<file path="src/rtl/ddo_pkg.sv">
package ddo_pkg;

  localparam int TRIG_ITERATIONS_DEF = 24;
  localparam int POS_FRAC_BITS_DEF   = 16;

  // command kinds carried in the input tuser
  localparam logic [1:0] CMD_SAMPLE = 2'd0;
  localparam logic [1:0] CMD_CLEAR  = 2'd1;
  localparam logic [1:0] CMD_INIT   = 2'd2;

  // register reset values
  localparam logic [31:0] DIST_PER_COUNT_RST     = 32'd429497;
  localparam logic [23:0] INV_WHEEL_BASE_RST     = 24'd218453;
  localparam logic [28:0] STRAIGHT_THRESHOLD_RST = 29'd536871;

  // angles in Q3.29
  localparam logic signed [34:0] PI_Q29      = 35'sd1686629713;
  localparam logic signed [34:0] HALF_PI_Q29 = 35'sd843314857;
  localparam logic signed [34:0] TWO_PI_Q29  = 35'sd3373259426;
  localparam logic signed [31:0] CORDIC_GAIN = 32'sh26DD3B6A;

  // datapath operations
  localparam logic [4:0] OP_NONE   = 5'd0;
  localparam logic [4:0] OP_CLEAR  = 5'd1;
  localparam logic [4:0] OP_INIT   = 5'd2;
  localparam logic [4:0] OP_DELTA  = 5'd3;
  localparam logic [4:0] OP_MUL_L  = 5'd4;
  localparam logic [4:0] OP_MUL_R  = 5'd5;
  localparam logic [4:0] OP_DIST_R = 5'd6;
  localparam logic [4:0] OP_PREP   = 5'd7;
  localparam logic [4:0] OP_HLO    = 5'd8;
  localparam logic [4:0] OP_HHI    = 5'd9;
  localparam logic [4:0] OP_HSUM   = 5'd10;
  localparam logic [4:0] OP_WFIN   = 5'd11;
  localparam logic [4:0] OP_T0_GO  = 5'd12;
  localparam logic [4:0] OP_T0_CAP = 5'd13;
  localparam logic [4:0] OP_T1_GO  = 5'd14;
  localparam logic [4:0] OP_T1_CAP = 5'd15;
  localparam logic [4:0] OP_MUL_NX = 5'd16;
  localparam logic [4:0] OP_MUL_NY = 5'd17;
  localparam logic [4:0] OP_NY_CAP = 5'd18;
  localparam logic [4:0] OP_DX_GO  = 5'd19;
  localparam logic [4:0] OP_DX_CAP = 5'd20;
  localparam logic [4:0] OP_DY_GO  = 5'd21;
  localparam logic [4:0] OP_DY_CAP = 5'd22;
  localparam logic [4:0] OP_MUL_SX = 5'd23;
  localparam logic [4:0] OP_MUL_SY = 5'd24;
  localparam logic [4:0] OP_SY_CAP = 5'd25;
  localparam logic [4:0] OP_OUT    = 5'd26;

  typedef struct packed {
    logic       load;
    logic [4:0] op;
  } ddo_cmd_t;

  typedef struct packed {
    logic [1:0] kind;
    logic       dt_pos;
    logic       arc;
    logic       trig_done;
    logic       div_done;
  } ddo_stat_t;

  function automatic logic signed [31:0] atan_q30(input logic [4:0] i);
    logic signed [31:0] r;
    case (i)
      5'd0:  r = 32'sh3243F6A8;
      5'd1:  r = 32'sh1DAC6705;
      5'd2:  r = 32'sh0FADBAFC;
      5'd3:  r = 32'sh07F56EA6;
      5'd4:  r = 32'sh03FEAB76;
      5'd5:  r = 32'sh01FFD55B;
      5'd6:  r = 32'sh00FFFAAA;
      5'd7:  r = 32'sh007FFF55;
      5'd8:  r = 32'sh003FFFEA;
      5'd9:  r = 32'sh001FFFFD;
      5'd10: r = 32'sh000FFFFF;
      5'd11: r = 32'sh0007FFFF;
      5'd12: r = 32'sh0003FFFF;
      5'd13: r = 32'sh0001FFFF;
      5'd14: r = 32'sh0000FFFF;
      5'd15: r = 32'sh00007FFF;
      5'd16: r = 32'sh00003FFF;
      5'd17: r = 32'sh00001FFF;
      5'd18: r = 32'sh00000FFF;
      5'd19: r = 32'sh000007FF;
      5'd20: r = 32'sh000003FF;
      5'd21: r = 32'sh000001FF;
      5'd22: r = 32'sh000000FF;
      5'd23: r = 32'sh0000007F;
      5'd24: r = 32'sh0000003F;
      5'd25: r = 32'sh0000001F;
      5'd26: r = 32'sh0000000F;
      5'd27: r = 32'sh00000008;
      5'd28: r = 32'sh00000004;
      5'd29: r = 32'sh00000002;
      5'd30: r = 32'sh00000001;
      default: r = 32'sh00000000;
    endcase
    return r;
  endfunction

  function automatic logic signed [31:0] sat32(input logic signed [63:0] a);
    logic signed [31:0] r;
    if (a > 64'sd2147483647) r = 32'sh7FFFFFFF;
    else if (a < -64'sd2147483648) r = 32'sh80000000;
    else r = a[31:0];
    return r;
  endfunction

  // argument stays within one turn beyond [-pi, pi) on either side
  function automatic logic signed [31:0] wrap_angle(input logic signed [34:0] a);
    logic signed [34:0] m;
    m = a + PI_Q29;
    if (m < 0) m = m + TWO_PI_Q29;
    else if (m >= TWO_PI_Q29) m = m - TWO_PI_Q29;
    m = m - PI_Q29;
    return m[31:0];
  endfunction

endpackage

</file>
<file path="src/rtl/ddo_ctrl.sv">
module ddo_ctrl import ddo_pkg::*; (
  input  logic      clk,
  input  logic      rst,
  input  logic      in_valid,
  output logic      in_ready,
  output logic      out_valid,
  input  logic      out_ready,
  input  ddo_stat_t stat,
  output ddo_cmd_t  cmd
);

  localparam logic [4:0] S_IDLE    = 5'd0;
  localparam logic [4:0] S_DECODE  = 5'd1;
  localparam logic [4:0] S_CHECK   = 5'd2;
  localparam logic [4:0] S_MUL_L   = 5'd3;
  localparam logic [4:0] S_MUL_R   = 5'd4;
  localparam logic [4:0] S_DIST_R  = 5'd5;
  localparam logic [4:0] S_PREP    = 5'd6;
  localparam logic [4:0] S_HLO     = 5'd7;
  localparam logic [4:0] S_HHI     = 5'd8;
  localparam logic [4:0] S_HSUM    = 5'd9;
  localparam logic [4:0] S_WFIN    = 5'd10;
  localparam logic [4:0] S_T0_GO   = 5'd11;
  localparam logic [4:0] S_T0_WAIT = 5'd12;
  localparam logic [4:0] S_T1_GO   = 5'd13;
  localparam logic [4:0] S_T1_WAIT = 5'd14;
  localparam logic [4:0] S_MUL_NX  = 5'd15;
  localparam logic [4:0] S_MUL_NY  = 5'd16;
  localparam logic [4:0] S_NY_CAP  = 5'd17;
  localparam logic [4:0] S_DX_GO   = 5'd18;
  localparam logic [4:0] S_DX_WAIT = 5'd19;
  localparam logic [4:0] S_DY_GO   = 5'd20;
  localparam logic [4:0] S_DY_WAIT = 5'd21;
  localparam logic [4:0] S_MUL_SX  = 5'd22;
  localparam logic [4:0] S_MUL_SY  = 5'd23;
  localparam logic [4:0] S_SY_CAP  = 5'd24;
  localparam logic [4:0] S_OUT     = 5'd25;

  logic [4:0] state, state_next;
  logic       out_free;

  assign out_free = !out_valid || out_ready;
  assign in_ready = (state == S_IDLE);

  always_comb begin
    state_next = state;
    cmd.load   = 1'b0;
    cmd.op     = OP_NONE;
    case (state)
      S_IDLE: begin
        cmd.load = in_valid;
        if (in_valid) state_next = S_DECODE;
      end
      S_DECODE: begin
        state_next = S_OUT;
        case (stat.kind)
          CMD_SAMPLE: begin
            cmd.op     = OP_DELTA;
            state_next = S_CHECK;
          end
          CMD_CLEAR: cmd.op = OP_CLEAR;
          CMD_INIT:  cmd.op = OP_INIT;
          default:   cmd.op = OP_NONE;
        endcase
      end
      S_CHECK:  state_next = stat.dt_pos ? S_MUL_L : S_OUT;
      S_MUL_L:  begin cmd.op = OP_MUL_L;  state_next = S_MUL_R;  end
      S_MUL_R:  begin cmd.op = OP_MUL_R;  state_next = S_DIST_R; end
      S_DIST_R: begin cmd.op = OP_DIST_R; state_next = S_PREP;   end
      S_PREP:   begin cmd.op = OP_PREP;   state_next = S_HLO;    end
      S_HLO:    begin cmd.op = OP_HLO;    state_next = S_HHI;    end
      S_HHI:    begin cmd.op = OP_HHI;    state_next = S_HSUM;   end
      S_HSUM:   begin cmd.op = OP_HSUM;   state_next = S_WFIN;   end
      S_WFIN:   begin cmd.op = OP_WFIN;   state_next = S_T0_GO;  end
      S_T0_GO:  begin cmd.op = OP_T0_GO;  state_next = S_T0_WAIT; end
      S_T0_WAIT: begin
        if (stat.trig_done) begin
          cmd.op     = OP_T0_CAP;
          state_next = stat.arc ? S_T1_GO : S_MUL_SX;
        end
      end
      S_T1_GO: begin cmd.op = OP_T1_GO; state_next = S_T1_WAIT; end
      S_T1_WAIT: begin
        if (stat.trig_done) begin
          cmd.op     = OP_T1_CAP;
          state_next = S_MUL_NX;
        end
      end
      S_MUL_NX: begin cmd.op = OP_MUL_NX; state_next = S_MUL_NY; end
      S_MUL_NY: begin cmd.op = OP_MUL_NY; state_next = S_NY_CAP; end
      S_NY_CAP: begin cmd.op = OP_NY_CAP; state_next = S_DX_GO;  end
      S_DX_GO:  begin cmd.op = OP_DX_GO;  state_next = S_DX_WAIT; end
      S_DX_WAIT: begin
        if (stat.div_done) begin
          cmd.op     = OP_DX_CAP;
          state_next = S_DY_GO;
        end
      end
      S_DY_GO: begin cmd.op = OP_DY_GO; state_next = S_DY_WAIT; end
      S_DY_WAIT: begin
        if (stat.div_done) begin
          cmd.op     = OP_DY_CAP;
          state_next = S_OUT;
        end
      end
      S_MUL_SX: begin cmd.op = OP_MUL_SX; state_next = S_MUL_SY; end
      S_MUL_SY: begin cmd.op = OP_MUL_SY; state_next = S_SY_CAP; end
      S_SY_CAP: begin cmd.op = OP_SY_CAP; state_next = S_OUT;    end
      S_OUT: begin
        if (out_free) begin
          cmd.op     = OP_OUT;
          state_next = S_IDLE;
        end
      end
      default: state_next = S_IDLE;
    endcase
  end

  always_ff @(posedge clk) begin
    if (rst) begin
      state     <= S_IDLE;
      out_valid <= 1'b0;
    end else begin
      state <= state_next;
      if (state == S_OUT && out_free) out_valid <= 1'b1;
      else if (out_ready) out_valid <= 1'b0;
    end
  end

  a_accept_decode: assert property (@(posedge clk) disable iff (rst)
    in_valid && in_ready |=> state == S_DECODE)
    else $error("accepted item did not reach decode");

  a_trig_done_wait: assert property (@(posedge clk) disable iff (rst)
    stat.trig_done |-> (state == S_T0_WAIT || state == S_T1_WAIT))
    else $error("trig unit finished outside a wait state");

  a_div_done_wait: assert property (@(posedge clk) disable iff (rst)
    stat.div_done |-> (state == S_DX_WAIT || state == S_DY_WAIT))
    else $error("divider finished outside a wait state");

  a_out_from_out: assert property (@(posedge clk) disable iff (rst)
    $rose(out_valid) |-> $past(state) == S_OUT)
    else $error("result raised outside the output state");

endmodule

</file>
<file path="config.mk">
export PLATFORM = sky130hd
export DESIGN_NAME = ddo_ctrl
export DESIGN_NICKNAME = d
export VERILOG_FILES = /design/src/rtl/ddo_pkg.sv /design/src/rtl/ddo_ctrl.sv
export SDC_FILE = /design/constraint.sdc
export NUM_CORES = 1
export LEC_CHECK = 0
export ABC_AREA = 1
export ABC_CLOCK_PERIOD_IN_PS = 1910
export BUFFER_PORTS_ARGS = -buffer_cell sky130_fd_sc_hd__buf_2
export CORE_ASPECT_RATIO = 1.1
export CORE_MARGIN = 4
export CORE_UTILIZATION = 40
export DETAILED_ROUTE_END_ITERATION = 10
export PLACE_DENSITY = 0.65
export SLEW_MARGIN = 40
export SYNTH_ARGS = -nofsm -noshare
export SYNTH_HDL_FRONTEND = slang
export SYNTH_SLANG_ARGS = --single-unit
</file>
<file path="constraint.sdc">
create_clock -name clk -period 1.91 [get_ports clk]
set_clock_uncertainty 0.15 [all_clocks]
set_input_delay 0.191 -clock clk [delete_from_list [all_inputs] [get_ports clk]]
set_output_delay 0.191 -clock clk [all_outputs]
set_load 0.01 [all_outputs]
</file>
==> summary.txt, run 1 <==
GRT
  • Pin count of the biggest net entering global routing: 12
  • Vias in the first global route: about 1.2k
  • Aggregate global routing overflow: 0
  • Global-route wire length before repair: 4840 um
  • Overall routing resource usage: 0.203
  • Number of antenna violations at the first check in global routing: 0

STA
  • Setup slack after layout: -0.00373 ns
  • Fin. Hold Viols: 0
  • Hold_ws: 0.0220 ns
  • Share of the clock period used by the worst path after layout: 1.00
  • Number of setup violations in the final report: 2
  • Final min period: between 1.5 and 2 ns
  • Maximum clock rate: about 520 MHz
  • Relative slew slack: 0.846
  • Setup repair after global routing missed its margin: yes
  • Max Slew Vio Count: 0
  • Transition time at the pin with the least slew margin: approximately 0.23 ns

Cells and area
  • Final Cell Area: around 1200 um^2
  • Fillers: 219
  • Nets: around 220
  • Area growth from synthesis to layout: 33.8%
  • Final std cells w/o fill: approximately 230
  • Share of cells above drive strength 1: 0.345
  • Number of antenna cells inserted: 0

CTS
  • Number of clock sinks: 6
  • CTS Root Buffer Type: sky130_fd_sc_hd__clkbuf_4
  • Clock network latency to the later pin of the worst-skew pair: ~0.24 ns
  • Clock tree from TritonCTS: done
  • Clk slew on worst S/H paths: 0.05 ns
  • Number of buffers on the longest clock path: 2
  • Maximum level of the CTS H-tree: 1
  • CTS buffer count: 3

Place
  • Number of port buffers: 17
  • Post-place instance area: between 1000 and 1500 um^2
  • Detailed placement HPWL: 2390 um
  • Total placed cells including tap cells: around 220
  • Placer Congestion: 0.981

Worst setup path
  • Flop2flop setup slack: ~0.14 ns
  • CP cell instances: clkinvlp_4, buf_12, nor2_4, nand2_2, o221ai_2, nor2_1, nand3_1, buf_2
  • Worst reg2reg path depth: 10
  • Termination of the worst setup path: cmd[2]
  • Slowest cell on the critical path: sky130_fd_sc_hd__dfxtp_4
  • Worst Setup End Kind: output port
  • Peak fanout along the critical path: 7
  • Endpoint of the lowest-slack register-to-register path: state[3]
  • Data arrival time of the worst path: ~1.6 ns
  • Path type of the worst setup path: reg2out
  • Data required time at the worst endpoint: around 1.6 ns
  • Startpoint type of the worst setup path: flip-flop
  • Worst reg2reg startpoint: state[4]
  • Largest incremental delay on the critical path: between 0.4 and 0.5 ns
  • Worst setup startpoint: state[4]

Floorplanning
  • Die X-Extent: approximately 53 um
  • # rows: 17
  • Vertical die dimension: ~58 um
  • CORE AREA: about 2100 um^2
  • Die ar.: about 3000 um^2
  • Effective utilization at floorplan: 0.433
  • Number of top-level design ports: 18

Power
  • Peak supply drop: 0.000619 V
  • Switching power share of the total: 0.535
  • Power spent charging and discharging nets: roughly 0.83 mW
  • Overall power after layout: between 1.5 and 2 mW
  • Internal power of the cells: 0.722 mW
  • Sequential group share of total power: 0.182
  • Part of the power in the clock network: 0.077
  • Leakage power figure: 0.650 nW
  • Proportion of power drawn by combinational gates: 0.741
  • Power Density: ~1300 nW/um^2

Routing
  • Drt initial violations: 42
  • Via/cell ratio: ~5.5
  • WL per Instance: approximately 14 um
  • Detailed-route DRC error count: 0
  • Routed Wire Length: 3180 um
  • Via count: 1,270
  • Detailed Routing Iterations Pass 1: 4
  • Residual antenna-violating net count after detailed routing: 0

Logic synthesis
  • Fraction of the yosys area taken by sequential cells: 0.133
  • Ys Warns: 0
  • Post-synthesis area per instance: a little over 5 um^2
  • Post-synthesis sequential element count: 6
  • Post-synthesis net count: roughly 180
  • Gate count of the mapped netlist: approximately 170
  • Synth cell types: 23
  • Mapped cell area: between 900 and 1000 um^2

Run status
  • Failing checks: negative setup slack
  • Status: finished, violations left

Run
  • Max-cap check violation count: 0

Hold path
  • Hold WC Path Type: in2reg
[power groups by stage]
stage	combinational [mW]	sequential, mW	clock, mW
after floorplan	0.734	0.200	0
after global placement	0.970	0.259	0
after detailed placement	0.965	0.259	0
after CTS	0.974	0.268	0.120
after global routing	1.26	0.289	0.131
final	1.15	0.283	0.119
[state kept, by name, indices dropped and copies added, names as in the netlist]
name / cells
out_valid: 1
state: 5
[layer usage]
layer  wire length (um)  up-vias  share of wire  GRT usage
li1                   -      629              -          -
met1               1320      584           0.42      0.252
met2               1650       49           0.52      0.331
met3                141        8          0.044     0.0257
met4                 67        0          0.021      0.109
met5                  0        -              0          0
[cell type report]
class	instances	area (um^2)	share of cell area
Inverter	22	86.3	0.0714
Tap cell	28	35.0	0.0290
Clock buffer	3	22.5	0.0186
Timing Repair Buffer	30	193	0.159
Sequential cell	6	139	0.115
Multi-Input combinational cell	142	733	0.607
[worst max-delay path, delay by kind of cell, from the launching register on]
family | cells | cell delay [ns]
flip-flops | 1 | 0.41
AO/OA/AOI/OAI | 1 | 0.18
buffers and inverters | 3 | 0.44
AND/OR/NAND/NOR | 4 | 0.28
[metrics by stage]
step | setup WS (ns) | util | TNS, ns
2_1_floorplan | 0.378 | - | 0
3_3_place_gp | 0.0516 | 0.504 | 0
3_5_place_dp | 0.0460 | 0.504 | 0
4_1_cts | -0.00860 | 0.520 | -0.0199
5_1_grt | -0.0833 | 0.580 | -0.306
6_report | -0.00373 | 0.580 | -0.00484
[cells in the final DEF, fill, tap and decap left out, types with 2 or more instances in the layout]
master,count
sky130_fd_sc_hd__nor3_1,2
sky130_fd_sc_hd__nand3_1,25
sky130_fd_sc_hd__nand2_1,42
sky130_fd_sc_hd__dfxtp_4,5
sky130_fd_sc_hd__nor2_1,26
sky130_fd_sc_hd__a21oi_1,8
sky130_fd_sc_hd__buf_2,18
sky130_fd_sc_hd__nand3_2,3
sky130_fd_sc_hd__o21ai_2,2
sky130_fd_sc_hd__o21ai_0,3
sky130_fd_sc_hd__nor2_4,5
sky130_fd_sc_hd__clkbuf_4,3
sky130_fd_sc_hd__nor2_2,3
sky130_fd_sc_hd__o21bai_1,2
sky130_fd_sc_hd__inv_1,15
sky130_fd_sc_hd__buf_4,11
sky130_fd_sc_hd__inv_2,6
sky130_fd_sc_hd__nand4_1,6
sky130_fd_sc_hd__nand2_2,8
[what timing repair did]
| action | in CTS | in global routing |
|---|---|---|
| gates resized for setup | 8 | 25 |
| setup buffers | 0 | 5 |
| endpoints found under the hold margin | 0 | 0 |
| hold buffers | 0 | 0 |
| pin swaps | 1 | 8 |
| setup endpoints to repair | 5 | 5 |
[synth_stat cells]
| library cell | n | area [um^2] |
|---|---|---|
| sky130_fd_sc_hd__nand2_1 | 48 | 180 |
| sky130_fd_sc_hd__nor2_1 | 29 | 109 |
| sky130_fd_sc_hd__nand3_1 | 27 | 135 |
| sky130_fd_sc_hd__inv_1 | 17 | 63.8 |
| sky130_fd_sc_hd__a21oi_1 | 8 | 40.0 |
| sky130_fd_sc_hd__dfxtp_1 | 6 | 120 |
| sky130_fd_sc_hd__nand4_1 | 6 | 37.5 |
| sky130_fd_sc_hd__inv_2 | 5 | 18.8 |
| sky130_fd_sc_hd__o21ai_0 | 5 | 25.0 |
| sky130_fd_sc_hd__buf_4 | 3 | 22.5 |
| sky130_fd_sc_hd__nor2_2 | 3 | 18.8 |
| sky130_fd_sc_hd__nor3_1 | 3 | 15.0 |
| sky130_fd_sc_hd__nand2_2 | 2 | 12.5 |
| sky130_fd_sc_hd__nor2_4 | 2 | 22.5 |
| sky130_fd_sc_hd__o21bai_1 | 2 | 15.0 |
| sky130_fd_sc_hd__and2_2 | 1 | 7.51 |
| sky130_fd_sc_hd__buf_6 | 1 | 11.3 |
| sky130_fd_sc_hd__nand3_2 | 1 | 10.0 |
| sky130_fd_sc_hd__nand3b_1 | 1 | 7.51 |
| sky130_fd_sc_hd__o2111ai_1 | 1 | 8.76 |
| sky130_fd_sc_hd__o21a_1 | 1 | 7.51 |
| sky130_fd_sc_hd__o221ai_1 | 1 | 8.76 |
| sky130_fd_sc_hd__or2_2 | 1 | 6.26 |
[logic make-up after synthesis]
| kind of cell | Yosys count | share of synthesized area |
|---|---|---|
| AOI/OAI and AO/OA | 18 | 0.116 |
| DFF | 6 | 0.133 |
| buffers and inverters | 26 | 0.129 |
| and+or+nand+nor | 124 | 0.622 |
[how the worst min path moves through the flow]
stage / start / end / slack (ns) / depth (start not counted)
finish: rst / state[1] / 0.02 / 2
global route: rst / state[0] / 0.02 / 2
CTS: rst / state[1] / 0.02 / 2
detailed placement: rst / state[1] / 0.28 / 2
global placement: rst / state[2] / 0.28 / 2
floorplan: rst / out_valid / 0.11 / 1
Note: power is estimated with default switching activity, not from simulation.
==> run 2: changes to the inputs <==
Settings changed: PLACE_DENSITY 0.65 to 0.68.
==> run 2 against run 1 <==
The flow finishes with violations (negative hold slack). Fmax increased by 1.2%. First-iteration DRC count rose by 120%. Combinational power up 6%. Sequential share of layout area shrank 0.61 points. Global-route usage is 1.1 points higher. Worst setup slack gained 0.023 ns. Critical path depth unchanged. Utilization rose by 2.2 points. Via count increased by 7.9%. Sequential power fell by 3%. Clock power is 5% higher. Non-clock buffer count increased by 4.
==> summary.txt, run 2 (synthesis gave the netlist of run 1 again) <==
STA
  • Hold_ws: -0.00370 ns (-0.0257 ns)
  • Fin. Hold Viols: 1 (+1)
  • Setup repair after global routing missed its margin: yes
  • Number of setup violations in the final report: 0 (-2)
  • Max Slew Vio Count: 0 (unchanged)
  • Maximum clock rate: 529 MHz (+1.2%)
  • Final min period: 1.89 ns (-0.0230 ns)
  • Transition time at the pin with the least slew margin: 0.222 ns (-0.00845 ns)
  • Relative slew slack: 0.851 (+0.00545)
  • Share of the clock period used by the worst path after layout: 0.990 (-0.0120)

Worst setup path
  • Worst reg2reg startpoint: state[4]
  • Worst setup startpoint: state[3]
  • Worst Setup End Kind: output port
  • Data required time at the worst endpoint: 1.57 ns (about the same)
  • Peak fanout along the critical path: 8 (+1)
  • Termination of the worst setup path: cmd[2]
  • Startpoint type of the worst setup path: flip-flop
  • Endpoint of the lowest-slack register-to-register path: state[1]
  • Path type of the worst setup path: reg2out
  • Worst reg2reg path depth: 12 (+2)
  • Data arrival time of the worst path: 1.55 ns (-0.02 ns)
  • Flop2flop setup slack: 0.20 ns (+0.06 ns)

GRT
  • Number of antenna violations at the first check in global routing: 0 (unchanged)
  • Pin count of the biggest net entering global routing: 9 (-3)
  • Vias in the first global route: 1,165 (+0.95%)
  • Overall routing resource usage: 0.213 (+0.0106)
  • Aggregate global routing overflow: 0 (unchanged)
  • Global-route wire length before repair: 5070 um (+4.9%)

Power
  • Peak supply drop: 0.000857 V (+38%)
  • Part of the power in the clock network: 0.077 (about the same)
  • Sequential group share of total power: 0.170 (-0.012)
  • Power Density: 1290 nW/um^2 (+0.72%)
  • Proportion of power drawn by combinational gates: 0.753 (+0.012)
  • Internal power of the cells: 0.743 mW (+2.8%)
  • Leakage power figure: 0.668 nW (+2.7%)
  • Power spent charging and discharging nets: 0.879 mW (+5.9%)
  • Switching power share of the total: 0.542 (+0.00727)

Routing
  • Routed Wire Length: 3410 um (+7.2%)
  • Via/cell ratio: 5.83 (+6.0%)
  • Detailed Routing Iterations Pass 1: 5 (+1)
  • Drt initial violations: 92 (+120%)
  • WL per Instance: 14.5 um (+5.4%)
  • Residual antenna-violating net count after detailed routing: 0 (unchanged)
  • Detailed-route DRC error count: 0 (unchanged)
  • Via count: 1,370 (+7.9%)

CTS
  • Clk slew on worst S/H paths: 0.06 ns (about the same)
  • Maximum level of the CTS H-tree: 1 (unchanged)
  • CTS Root Buffer Type: sky130_fd_sc_hd__clkbuf_4
  • Number of buffers on the longest clock path: 2 (unchanged)
  • Clock tree from TritonCTS: done
  • Number of clock sinks: 6 (unchanged)
  • Clock network latency to the later pin of the worst-skew pair: 0.26 ns (+0.02 ns)
  • Number of hold-repair buffers added at the cts stage: 0 (unchanged)
  • CTS buffer count: 3 (unchanged)

Floorplanning
  • CORE AREA: 2080 um^2 (unchanged)
  • Vertical die dimension: 57.8 um (unchanged)
  • Effective utilization at floorplan: 0.433 (unchanged)
  • Number of top-level design ports: 18 (unchanged)
  • Die ar.: 3080 um^2 (unchanged)
  • # rows: 17 (unchanged)
  • Die X-Extent: 53.3 um (unchanged)

Cells and area
  • Nets: 219 (+1.9%)
  • Final Cell Area: 1250 um^2 (+3.7%)
  • Fillers: 213 (-2.7%)
  • Area growth from synthesis to layout: 38.8%
  • Number of flip-flops in the largest register: 5 (unchanged)
  • Commonest cells after routing, fill and taps aside: sky130_fd_sc_hd__nand2_1, sky130_fd_sc_hd__nor2_1, sky130_fd_sc_hd__nand3_1
  • Registers with the highest flip-flop counts: state x5, out_valid x1
  • Register name with the most flops: state
  • Number of antenna cells inserted: 0 (unchanged)
  • Share of cells above drive strength 1: 0.372 (+0.0272)
  • Most common cell after layout, fill and taps aside: sky130_fd_sc_hd__nand2_1

Place
  • Placer Congestion: 1.01 (+3.0%)
  • Number of port buffers: 17 (unchanged)
  • Detailed placement HPWL: 2530 um (+5.8%)
  • Post-place instance area: 1090 um^2 (+3.6%)

Hold path
  • Cell count of the worst hold path: 2 (unchanged)
  • Hold WC Path Type: in2reg

Run status
  • Status: finished, violations left
  • Failing checks: negative hold slack

Run
  • Max-cap check violation count: 0 (unchanged)
run 2: cell types whose count changed in the layout (fill, tap and decap cells not counted), sizes merged:
cell / delta
buf: +4
clkinvlp: -1
inv: +1
run 2: area by class of cell:
type                    count  area, um^2  area share
multi-input cells         142         754       0.602
flip-flops and latches      6         136       0.109
repair buffers             34         220       0.176
clock buffers               3        22.5      0.0180
well taps                  28        35.0      0.0279
inverters                  22        85.1      0.0679
run 2: worst max-delay path, cell delays in order (launching register included):
cell                       delay, ns
sky130_fd_sc_hd__dfxtp_4        0.40
sky130_fd_sc_hd__inv_2          0.07
sky130_fd_sc_hd__nand2_2        0.12
sky130_fd_sc_hd__inv_4          0.08
sky130_fd_sc_hd__nand3_1        0.17
sky130_fd_sc_hd__o221ai_2       0.13
sky130_fd_sc_hd__nor2_1         0.11
sky130_fd_sc_hd__nand3_1        0.07
sky130_fd_sc_hd__buf_2          0.14
run 2: per-stage QoR:
| stage | setup WS [ns] | cells | total power [mW] | setup TNS (ns) | util |
|---|---|---|---|---|---|
| global route | -0.0412 | 235 | 1.73 | -0.138 | 0.601 |
| floorplan | 0.378 | 174 | 0.933 | 0 | - |
| CTS | 0.00800 | 231 | 1.44 | 0 | 0.547 |
| global placement | 0.0963 | 228 | 1.28 | 0 | 0.522 |
| finish | 0.0192 | 235 | 1.62 | 0 | 0.601 |
| detailed placement | 0.0997 | 228 | 1.27 | 0 | 0.522 |
run 2: what timing repair did:
action / 4_1_cts / 5_1_grt
endpoints found under the setup margin: 5 / 5
hold endpoints to repair: 0 / 0
buffers inserted: 0 / 4
gates cloned: 0 / 0
gates resized for setup: 12 / 28
pin swaps: 0 / 7
run 2: metal layers:
| metal | routed length (um) | global-route usage | vias to the layer above |
|---|---|---|---|
| li1 | - | - | 636 |
| met1 | 1230 | 0.276 | 617 |
| met2 | 1680 | 0.354 | 101 |
| met3 | 357 | 0.0180 | 16 |
| met4 | 133 | 0.0912 | 0 |
| met5 | 0 | 0 | - |
run 2: worst min path at each step:
stage | start | endpoint
after global routing | rst | state[2]
after detailed placement | rst | state[1]
after CTS | rst | state[2]
after global placement | rst | state[2]
after floorplan | rst | out_valid
final | rst | state[3]
run 2: power groups by stage:
stage,Sequential (mW),Combinational (mW),Clock (mW)
floorplan,0.200,0.734,0
global placement,0.234,1.05,0
detailed placement,0.234,1.04,0
CTS,0.248,1.07,0.125
global route,0.280,1.32,0.130
finish,0.275,1.22,0.125
